==> config.mk <==
export PLATFORM = sky130hd
export DESIGN_NAME = logical_block_to_indirect_path_top
export DESIGN_NICKNAME = d
export VERILOG_FILES = /design/src/design/lbip_pkg.sv /design/src/design/lbip_cfg.sv /design/src/design/lbip_map.sv /design/src/design/logical_block_to_indirect_path_top.sv
export SDC_FILE = /design/constraint.sdc
export NUM_CORES = 1
export LEC_CHECK = 0
export ABC_AREA = 1
export BUFFER_PORTS_ARGS = -buffer_cell sky130_fd_sc_hd__buf_2
export CORE_MARGIN = 2
export CORE_UTILIZATION = 51
export DETAILED_ROUTE_END_ITERATION = 16
export HOLD_SLACK_MARGIN = 0.12
export MAX_ROUTING_LAYER = met4
export PLACE_DENSITY_LB_ADDON = 0.1
export SLEW_MARGIN = 5
export SYNTH_ARGS = -nofsm -noshare
export SYNTH_HDL_FRONTEND = slang
export SYNTH_SLANG_ARGS = --single-unit
==> constraint.sdc <==
create_clock -name clk -period 5.94 [get_ports clk]
set_input_delay 0.297 -clock clk [delete_from_list [all_inputs] [get_ports clk]]
set_output_delay 0.297 -clock clk [all_outputs]
set_load 0.01 [all_outputs]
==> src/design/lbip_pkg.sv <==
// ----------------------------------------------------------------------------
// lbip_pkg
// Shared types, constants and block size decode for the logical block to
// indirect path mapper.
// ----------------------------------------------------------------------------
package lbip_pkg;

	localparam int LB_W         = 48;
	localparam int BS_W         = 18;
	localparam int IDX_W        = 14;
	localparam int SHIFT_W      = 4;
	localparam int SHIFT2_W     = 5;
	localparam int SLOT_W       = 4;
	localparam int DEPTH_W      = 3;
	localparam int DIRECT_SLOTS = 12;

	localparam logic [BS_W-1:0] BS_RESET = BS_W'(1024);

	localparam logic [SLOT_W-1:0] SLOT_IND  = SLOT_W'(DIRECT_SLOTS);
	localparam logic [SLOT_W-1:0] SLOT_DBL  = SLOT_W'(DIRECT_SLOTS + 1);
	localparam logic [SLOT_W-1:0] SLOT_TRPL = SLOT_W'(DIRECT_SLOTS + 2);

	localparam logic [DEPTH_W-1:0] DEPTH_NONE   = 3'd0;
	localparam logic [DEPTH_W-1:0] DEPTH_DIRECT = 3'd1;
	localparam logic [DEPTH_W-1:0] DEPTH_IND    = 3'd2;
	localparam logic [DEPTH_W-1:0] DEPTH_DBL    = 3'd3;
	localparam logic [DEPTH_W-1:0] DEPTH_TRPL   = 3'd4;

	typedef enum logic [1:0] {
		ST_OK       = 2'd0,
		ST_BAD_SIZE = 2'd1,
		ST_RANGE    = 2'd2
	} status_t;

	// Decoded block size: shift amounts, pointer mask and region bounds
	typedef struct packed {
		logic                valid;
		logic [SHIFT_W-1:0]  shift;
		logic [SHIFT2_W-1:0] shift2;
		logic [IDX_W-1:0]    pmask;
		logic [LB_W-1:0]     base2;
		logic [LB_W-1:0]     base3;
		logic [LB_W-1:0]     limit;
	} cfg_t;

	typedef struct packed {
		status_t             status;
		logic [DEPTH_W-1:0]  depth;
		logic [SLOT_W-1:0]   slot;
		logic [IDX_W-1:0]    l1;
		logic [IDX_W-1:0]    l2;
		logic [IDX_W-1:0]    l3;
		logic [IDX_W-1:0]    bd;
	} result_t;

	function automatic cfg_t decode_block_size(input logic [BS_W-1:0] bs);
		cfg_t            c;
		logic [LB_W-1:0] ptrs;
		logic [LB_W-1:0] dcap;
		logic [LB_W-1:0] tcap;
		c = '0;
		for (int k = 10; k <= 16; k++) begin
			if (bs == (BS_W'(1) << k)) begin
				c.valid = 1'b1;
				c.shift = SHIFT_W'(k - 2);
			end
		end
		c.shift2 = {c.shift, 1'b0};
		ptrs     = LB_W'(1) << c.shift;
		dcap     = ptrs << c.shift;
		tcap     = dcap << c.shift;
		c.pmask  = IDX_W'(ptrs - LB_W'(1));
		c.base2  = LB_W'(DIRECT_SLOTS) + ptrs;
		c.base3  = c.base2 + dcap;
		c.limit  = c.base3 + tcap;
		return c;
	endfunction

endpackage

==> src/design/lbip_cfg.sv <==
// ----------------------------------------------------------------------------
// lbip_cfg
// Block size register, kept in decoded form (shifts, mask, region bounds).
// ----------------------------------------------------------------------------
module lbip_cfg import lbip_pkg::*; (
	input  logic            clk,
	input  logic            arst_n,
	input  logic            we,
	input  logic [BS_W-1:0] wdata,
	output cfg_t            cfg
);

	cfg_t cfg_q;

	always_ff @(posedge clk or negedge arst_n) begin
		if (!arst_n) begin
			cfg_q <= decode_block_size(BS_RESET);
		end else if (we) begin
			cfg_q <= decode_block_size(wdata);
		end
	end

	assign cfg = cfg_q;

endmodule

==> src/design/lbip_map.sv <==
// ----------------------------------------------------------------------------
// lbip_map
// Combinational path mapping: region select, subtracts, shifts and masks.
// ----------------------------------------------------------------------------
module lbip_map import lbip_pkg::*; (
	input  logic [LB_W-1:0] lb,
	input  cfg_t            cfg,
	output result_t         res
);

	logic             in_direct;
	logic             in_ind;
	logic             in_dbl;
	logic             in_reach;
	logic [LB_W-1:0]  base;
	logic [LB_W-1:0]  rel;
	logic [LB_W-1:0]  rel_sh1;
	logic [LB_W-1:0]  rel_sh2;
	logic [IDX_W-1:0] low_idx;
	logic [IDX_W-1:0] mid_idx;

	assign in_direct = lb < LB_W'(DIRECT_SLOTS);
	assign in_ind    = lb < cfg.base2;
	assign in_dbl    = lb < cfg.base3;
	assign in_reach  = lb < cfg.limit;

	assign base    = in_ind ? LB_W'(DIRECT_SLOTS) : (in_dbl ? cfg.base2 : cfg.base3);
	assign rel     = lb - base;
	assign rel_sh1 = rel >> cfg.shift;
	assign rel_sh2 = rel >> cfg.shift2;
	assign low_idx = rel[IDX_W-1:0] & cfg.pmask;
	assign mid_idx = rel_sh1[IDX_W-1:0] & cfg.pmask;

	always_comb begin
		res        = '0;
		res.status = ST_OK;
		if (!cfg.valid) begin
			res.status = ST_BAD_SIZE;
		end else if (in_direct) begin
			res.depth = DEPTH_DIRECT;
			res.slot  = lb[SLOT_W-1:0];
			res.bd    = IDX_W'(DIRECT_SLOTS - 1) - lb[IDX_W-1:0];
		end else if (in_ind) begin
			res.depth = DEPTH_IND;
			res.slot  = SLOT_IND;
			res.l1    = rel[IDX_W-1:0];
			res.bd    = cfg.pmask - rel[IDX_W-1:0];
		end else if (in_dbl) begin
			res.depth = DEPTH_DBL;
			res.slot  = SLOT_DBL;
			res.l1    = rel_sh1[IDX_W-1:0];
			res.l2    = low_idx;
			res.bd    = cfg.pmask - low_idx;
		end else if (!in_reach) begin
			res.status = ST_RANGE;
		end else begin
			res.depth = DEPTH_TRPL;
			res.slot  = SLOT_TRPL;
			res.l1    = rel_sh2[IDX_W-1:0];
			res.l2    = mid_idx;
			res.l3    = low_idx;
			res.bd    = cfg.pmask - low_idx;
		end
	end

endmodule

==> src/design/logical_block_to_indirect_path_top.sv <==
// ----------------------------------------------------------------------------
// logical_block_to_indirect_path_top
// Maps a logical block number to its inode slot and indirect block indexes.
// ----------------------------------------------------------------------------
// Registers: input reg, then result reg; done is high for one cycle per result.
// Throughput: one item per cycle; the mapping path between the two registers
// is a set of 48-bit compares, subtracts and barrel shifts.
// busy is held low and results cannot be held off, so nothing ever stalls.
// Reset clears the pipeline valids and sets the block size to 1024.
module logical_block_to_indirect_path_top import lbip_pkg::*; (
	input  logic                clk,
	input  logic                arst_n,
	input  logic                cfg_we,
	input  logic [BS_W-1:0]     cfg_data,
	input  logic                start,
	output logic                busy,
	input  logic [LB_W-1:0]     blk_num,
	output logic                done,
	output logic [1:0]          status,
	output logic [DEPTH_W-1:0]  depth,
	output logic [SLOT_W-1:0]   slot_index,
	output logic [IDX_W-1:0]    level_one_index,
	output logic [IDX_W-1:0]    level_two_index,
	output logic [IDX_W-1:0]    level_three_index,
	output logic [IDX_W-1:0]    boundary
);

	cfg_t            cfg;
	result_t         res;
	logic            valid_s1;
	logic [LB_W-1:0] lb_s1;
	logic            done_s2;
	result_t         res_s2;

	lbip_cfg u_cfg (
		.clk    (clk),
		.arst_n (arst_n),
		.we     (cfg_we),
		.wdata  (cfg_data),
		.cfg    (cfg)
	);

	lbip_map u_map (
		.lb  (lb_s1),
		.cfg (cfg),
		.res (res)
	);

	assign busy = 1'b0;

	always_ff @(posedge clk or negedge arst_n) begin
		if (!arst_n) begin
			valid_s1 <= 1'b0;
			done_s2  <= 1'b0;
		end else begin
			valid_s1 <= start && !busy;
			done_s2  <= valid_s1;
		end
	end

	always_ff @(posedge clk) begin
		if (start && !busy) begin
			lb_s1 <= blk_num;
		end
		if (valid_s1) begin
			res_s2 <= res;
		end
	end

	assign done              = done_s2;
	assign status            = res_s2.status;
	assign depth             = res_s2.depth;
	assign slot_index        = res_s2.slot;
	assign level_one_index   = res_s2.l1;
	assign level_two_index   = res_s2.l2;
	assign level_three_index = res_s2.l3;
	assign boundary          = res_s2.bd;

endmodule

==> results.py, run 1 <==
metrics = {
    "clock_network": {
        "cts_root_buf": "clkbuf_16",
        "clk_latency_ns": 0.58,
        "clock_sinks": 229,
        "cts_tree": "yes",
        "clk_path_buf_depth": 3,
        "cts.htree.levels": 1,
        "numCtsBuffers": 27,
        "clk_pin_slew_ns": 0.07,
    },
    "layout": {
        "fin_area_um2": 23200,
        "ff_latch_area_um2": 6320,
        "multiInputGateArea_um2": 12100,
        "drive_above_1_share_pct": 10.5,
        "area_growth_pct": 15.3,
        "num-nets-final": 3421,
        "nFillCells": 3729,
        "finalNonFillerCells": 3671,
    },
    "grt": {
        "grt_pass1_wl_um": 111000,
        "grt_max_degree": 68,
        "antenna_found_initial": 1,
        "grt-ovfl-total": 0,
        "grt_usage_pct": 35.6,
        "grt_pass1_vias": 20000,
    },
    "pwr": {
        "p_leak_nw": 11.7,
        "p_per_area_nw_per_um2": 246,
        "clkPwrFrac_pct": 33.3,
        "power_mw": 5.71,
        "share_seq_of_total_power_pct": 32.6,
        "switching_share_pct": 37.1,
        "comb_power_share_pct": 34.1,
        "p_sw_mw": 2.12,
        "ir_worst_vdd_mv": 0.249,
        "power.internal_mw": 3.59,
    },
    "die": {
        "core_um2": 38800,
        "start_util_pct": 51.9,
        "die_y_um": 203,
        "rows": 72,
        "ios": 137,
        "dieArea_um2": 41100,
        "die_w_um": 203,
    },
    "timing": {
        "whs_ns": 0.231,
        "worst_pin_slew_ns": 0.909,
        "fmax_mhz": 174,
        "layout_worst_path_cycle_share_pct": 97.0,
        "setup_violations": 0,
        "slew_headroom_pct": 38.8,
        "rsz0062_at_grt": "true",
        "final_max_slew_viol_count": 0,
        "min_period_ns": 5.76,
        "fin_worst_skew_ns": 0.0132,
        "hold_viol": 0,
    },
    "yosys": {
        "synthArstFlopShare_pct": 50.7,
        "yosysTopAreaCellShare_pct": 16.8,
        "synth_most_common_cell": "nand2_1",
        "synthCells": 2884,
        "ys_seq_area_share_pct": 31.4,
        "synth_common_cells": "nand2_1, inv_1, nand3_1",
        "syn_avg_cell_area_um2": 6.99,
        "synthTopCellsByArea": "edfxtp_1, nand2_1, ha_1",
        "synth_seq_cells": 229,
        "synth_cell_types": 60,
        "synth_edf_count": 113,
        "synth_area_um2": 20200,
        "yosys_most_used_dff": "edfxtp_1",
        "synth_warnings": 0,
        "synth_top_area_cell": "edfxtp_1",
    },
    "route": {
        "via_per_inst": 5.64,
        "wl_um": 71400,
        "drt_iter0_markers": 1810,
        "antenna_left": 0,
        "dr.pass1.iters": 6,
        "vias": 20700,
        "post-route-drc-count": 0,
        "wl_per_cell_um": 19.4,
    },
    "critical_path": {
        "r2r_cells": 27,
        "cp.depth": 27,
        "r2r_slack_ns": 0.18,
        "r2r_start": "lb_s1[31]$_DFFE_PP_",
        "critPathKind": "reg -> reg",
        "slowest_delay_ns": 0.47,
        "worstSetupStartpointType": "flip-flop",
        "critPathCaptureType": "flip-flop",
        "critical_path.slowest_cell": "edfxtp_1",
        "timing.critical_path.buf_inv": 4,
        "crit_family": "simple AND/OR/NAND/NOR gates",
        "cp.required_ns": 6.31,
        "startpoint": "lb_s1[31]$_DFFE_PP_",
        "arrival_ns": 6.13,
        "worstReg2RegEnd": "boundary[12]$_SDFFCE_PN0P_",
        "cp_max_fo": 14,
        "endpoint": "boundary[12]$_SDFFCE_PN0P_",
        "crit_top_cell": "nand2_1",
    },
    "worst_hold_path": {
        "hold_class": "in -> reg",
    },
    "job": {
        "maxCapViolCount": 0,
    },
    "placement": {
        "dp_hpwl_um": 56400,
        "post-place-cells": 3569,
        "gp_congestion": 1.01,
        "place_area_um2": 21700,
        "port_buffers": 135,
    },
    "outcome": {
        "status": "complete, no violations",
    },
}
-- per-stage QoR --
| step | utilization [%] | TNS [ns] | worst slack [ns] |
|---|---|---|---|
| 2_1_floorplan | - | 0 | 1.32 |
| 3_3_place_gp | 55.9 | 0 | 0.0221 |
| 3_5_place_dp | 55.9 | 0 | 0.0396 |
| 4_1_cts | 59.7 | 0 | 0.0803 |
| 5_1_grt | 59.8 | -0.392 | -0.125 |
| 6_report | 59.8 | 0 | 0.181 |
-- layer usage --
| metal | vias to the layer above | track usage, % | routed length [µm] |
|---|---|---|---|
| met4 | 0 | 12.9 | 2870 |
| met5 | - | - | 0 |
| met3 | 170 | 3.95 | 5000 |
| met2 | 871 | 57.9 | 33000 |
| li1 | 10000 | - | - |
| met1 | 9657 | 46.2 | 30500 |
-- worst register-to-register path: cells and delay by family (launching register included) --
family	cells	cell delay (ns)
xor gates and xnor gates	1	0.24
adders and majority gates	3	1.11
AOI/OAI and AO/OA	2	0.44
buffers and inverters	4	0.45
DFF	1	0.47
and+or+nand+nor	17	2.84
-- what timing repair did --
| item | in CTS | in global routing |
|---|---|---|
| hold buffers | 50 | 0 |
| hold endpoints to repair | 81 | 0 |
| gates resized for setup | 1 | 7 |
| pin swaps | 0 | 1 |
| setup buffers | 0 | 1 |
| setup endpoints to repair | 1 | 12 |
-- layout make-up --
| type | instances | area share (%) |
|---|---|---|
| antenna | 1 | 0.0108 |
| clock buffer | 30 | 3.00 |
| inverter | 431 | 7.00 |
| clock inverter | 20 | 1.32 |
| sequential | 229 | 27.2 |
| timing repair buffer | 227 | 6.44 |
| tap | 518 | 2.79 |
| multi-input combinational | 2215 | 52.2 |
-- power by group through the flow --
stage | Clock [mW] | Combinational [mW] | Sequential, mW
2_1_floorplan | 0 | 1.26 | 1.88
3_3_place_gp | 0 | 1.80 | 1.89
3_5_place_dp | 0 | 1.83 | 1.89
4_1_cts | 1.92 | 1.86 | 1.86
5_1_grt | 1.98 | 2.17 | 1.87
6_report | 1.90 | 1.94 | 1.86
-- registers in the layout, indices dropped and copies added (netlist names), 2 cells and up --
name               flops
lb_s1                 48
level_one_index       14
level_three_index     14
slot_index             4
level_two_index       14
u_cfg.cfg            114
depth                  3
boundary              14
status                 2
-- layout by cell type (no fill, tap or decap), drive strengths merged, types with 50 or more instances in the layout --
master,instances
conb,61
nand2,763
nor2,251
edfxtp,113
dlygate4sd3,50
o21ai,161
ha,216
inv,431
nand3,337
dfrtp,95
a21oi,188
buf,177
nand4,52
-- worst min-delay path by stage --
| stage | endpoint | start | slack [ns] | cells past startpoint |
|---|---|---|---|---|
| 2_1_floorplan | done$_DFF_PN0_ | arst_n | 0.001 | 0 |
| 3_3_place_gp | u_cfg.cfg[155]$_DFFE_PN0P_ | arst_n | 0.41 | 1 |
| 3_5_place_dp | u_cfg.cfg[155]$_DFFE_PN0P_ | arst_n | 0.42 | 1 |
| 4_1_cts | u_cfg.cfg[104]$_DFFE_PN1P_ | cfg_data[0] | 0.20 | 6 |
| 5_1_grt | u_cfg.cfg[104]$_DFFE_PN1P_ | cfg_data[1] | 0.28 | 6 |
| 6_report | u_cfg.cfg[104]$_DFFE_PN1P_ | cfg_data[0] | 0.23 | 6 |
-- cell families (layout without fill, tap and decap cells) --
logic type               after synthesis  in the layout  synth area share [%]
AND/OR/NAND/NOR                     1465           1465                  31.8
buffers and inverters                499            708                  9.65
AO/OA/AOI/OAI                        428            428                  11.5
flip-flops                           229            229                  31.4
adder cells (fa/ha/maj)              220            220                  13.8
XOR/XNOR                              41             41                  1.78
other                                  2             62                0.0373
Power figures use the tool's default switching activity.
==> run 2, diff against run 1 <==
SYNTH_HIERARCHICAL = 1   (was unset)
==> results.py, run 2 <==
metrics = {
    "clock_network": {
        "clk_latency_ns": 0.56,
        "cts_tree": "yes",
        "cts.htree.levels": 1,
        "cts_root_buf": "clkbuf_16",
        "clk_path_buf_depth": 3,
        "numCtsBuffers": 26,
        "clk_pin_slew_ns": 0.06,
        "clock_sinks": 229,
    },
    "die": {
        "core_um2": 46800,
        "ios": 137,
        "start_util_pct": 51.9,
        "dieArea_um2": 49300,
        "die_y_um": 222,
        "die_w_um": 222,
        "rows": 79,
    },
    "yosys": {
        "synth_warnings": 6,
        "synth_edf_count": 113,
        "syn_avg_cell_area_um2": 6.67,
        "synthCells": 3636,
        "synthArstFlopShare_pct": 50.7,
        "synth_seq_cells": 229,
        "synth_common_cells": "nand2_1, inv_1, nand3_1",
        "synthTopCellsByArea": "nand2_1, ha_1, edfxtp_1",
        "yosys_most_used_dff": "edfxtp_1",
        "yosysTopAreaCellShare_pct": 15.7,
        "synth_area_um2": 24200,
        "synth_most_common_cell": "nand2_1",
        "synth_cell_types": 71,
        "ys_seq_area_share_pct": 26.1,
        "synth_top_area_cell": "nand2_1",
    },
    "critical_path": {
        "arrival_ns": 6.02,
        "slowest_delay_ns": 0.40,
        "critical_path.slowest_cell": "edfxtp_1",
        "worstReg2RegEnd": "level_one_index[5]$_DFFE_PP_",
        "cp.required_ns": 6.34,
        "r2r_slack_ns": 0.32,
        "worstSetupStartpointType": "flip-flop",
        "r2r_start": "lb_s1[44]$_DFFE_PP_",
        "critPathKind": "reg -> reg",
        "r2r_cells": 32,
        "cp_max_fo": 30,
        "crit_top_cell": "nand2_1",
        "critPathCaptureType": "flip-flop",
    },
    "layout": {
        "insertedDiodeCount": 0,
        "drive_above_1_share_pct": 9.11,
        "nFillCells": 4713,
        "final_cell_mix": "nand2_1, inv_1, nand3_1",
        "largest_reg_flops": 114,
        "layout_commonest_cell": "nand2_1",
        "fin_area_um2": 27100,
        "num-nets-final": 4204,
        "area_growth_pct": 11.6,
    },
    "placement": {
        "place_ws_ns": 0.152,
        "port_buffers": 135,
        "dp_hpwl_um": 61000,
        "gp_congestion": 0.983,
        "place_area_um2": 25600,
    },
    "timing": {
        "slew_headroom_pct": 26.8,
        "final_max_slew_viol_count": 0,
        "fmax_mhz": 178,
        "worst_pin_slew_ns": 1.10,
        "finalSetupTns_ns": 0,
        "rsz0062_at_grt": "true",
        "setup_violations": 0,
        "hold_viol": 0,
        "setup_slack_ns": 0.317,
        "min_period_ns": 5.62,
        "fin_worst_skew_ns": 0.0197,
        "layout_worst_path_cycle_share_pct": 94.7,
    },
    "route": {
        "drt_iter0_markers": 1943,
        "via_per_inst": 5.38,
        "post-route-drc-count": 0,
        "antenna_left": 0,
        "dr.pass1.iters": 6,
        "vias": 24100,
        "wl_per_cell_um": 17.2,
        "wl_um": 77100,
    },
    "grt": {
        "grt_usage_pct": 31.7,
        "grt-ovfl-total": 0,
        "grt_max_degree": 105,
        "grt_pass1_vias": 22500,
        "antenna_found_initial": 0,
        "grt_pass1_wl_um": 121000,
    },
    "pwr": {
        "power_mw": 6.27,
        "p_leak_nw": 13.7,
        "ir_worst_vdd_mv": 0.221,
        "p_per_area_nw_per_um2": 232,
    },
    "worst_hold_path": {
        "hold_class": "in -> reg",
        "whs_endpoint": "u_cfg/cfg[163]$_DFFE_PN0P_",
        "holdPathStages": 3,
        "hp-start": "cfg_data[15]",
    },
    "job": {
        "maxCapViolCount": 0,
    },
    "outcome": {
        "status": "complete, no violations",
    },
}
## run 2: changes by cell type after synthesis, sizes merged, moves of 34 or more
cell   previous run  this run
buf              32        95
a21oi           188       222
nor2            251       292
nand2           763      1041
inv             427       544
ha              216       275
## run 2: how the worst max path moves through the flow
stage / startpoint / to / slack (ns) / cells after the start
final: lb_s1[44]$_DFFE_PP_ / level_one_index[5]$_DFFE_PP_ / 0.32 / 32
after global routing: lb_s1[27]$_DFFE_PP_ / boundary[13]$_DFFE_PP_ / -0.05 / 33
after CTS: lb_s1[46]$_DFFE_PP_ / level_one_index[9]$_DFFE_PP_ / 0.16 / 27
after detailed placement: lb_s1[45]$_DFFE_PP_ / level_one_index[9]$_DFFE_PP_ / 0.15 / 27
after global placement: lb_s1[47]$_DFFE_PP_ / level_one_index[9]$_DFFE_PP_ / 0.14 / 27
after floorplan: lb_s1[31]$_DFFE_PP_ / boundary[11]$_DFFE_PP_ / 0.73 / 33
## run 2: report_power, final
| group | total (mW) | switching, mW | internal [mW] |
|---|---|---|---|
| Combinational | 2.78 | 1.83 | 0.950 |
| Sequential | 1.91 | 0.111 | 1.80 |
| Clock | 1.59 | 0.670 | 0.922 |
| Total | 6.27 | 2.61 | 3.67 |
## run 2: repair_timing
item	in CTS	in global routing
buffers inserted	0	1
resized for setup	0	15
endpoints found under the hold margin	83	0
endpoints found under the setup margin	0	31
hold buffers	49	0
## run 2: logic make-up after synthesis
logic type	Yosys count	share of synthesized area [%]
other cells	3	0.0464
compound gates	562	13.4
mux	4	0.165
flops	229	26.1
xor+xnor	46	1.79
buf+inv	700	11.9
simple gates	1813	32.1
fa+ha+maj	279	14.5
## run 2: worst max-delay path: cells and delay by family (launching register included)
kind	cells	cell delay (ns)
AOI/OAI and AO/OA	8	1.63
adders and majority gates	2	0.65
buffers and inverters	5	0.86
and+or+nand+nor	17	1.91
DFF	1	0.40
## run 2: cell type report
cell class | count | area [µm²] | area share (%)
well taps | 607 | 759 | 2.81
inverters | 550 | 2080 | 7.67
flip-flops and latches | 229 | 6330 | 23.4
multi-input cells | 2818 | 15500 | 57.4
clock buffers | 37 | 744 | 2.75
repair buffers | 230 | 1520 | 5.61
clock inverters | 11 | 101 | 0.374
## run 2: per-layer routing
| layer | track usage, % | wire length [µm] | vias up |
|---|---|---|---|
| li1 | - | - | 12200 |
| met1 | 41.3 | 34100 | 10900 |
| met3 | 2.97 | 4590 | 145 |
| met4 | 11.6 | 3090 | 0 |
| met5 | - | 0 | - |
| met2 | 51.4 | 35300 | 790 |
## run 2: stage by stage
step	hold WS, ns	utilization, %	instances
after floorplan	0.00141	-	3747
after global placement	0.401	54.9	4384
after detailed placement	0.395	54.9	4384
after CTS	0.147	57.7	4481
after global routing	0.205	57.9	4482
final	0.169	57.9	4482
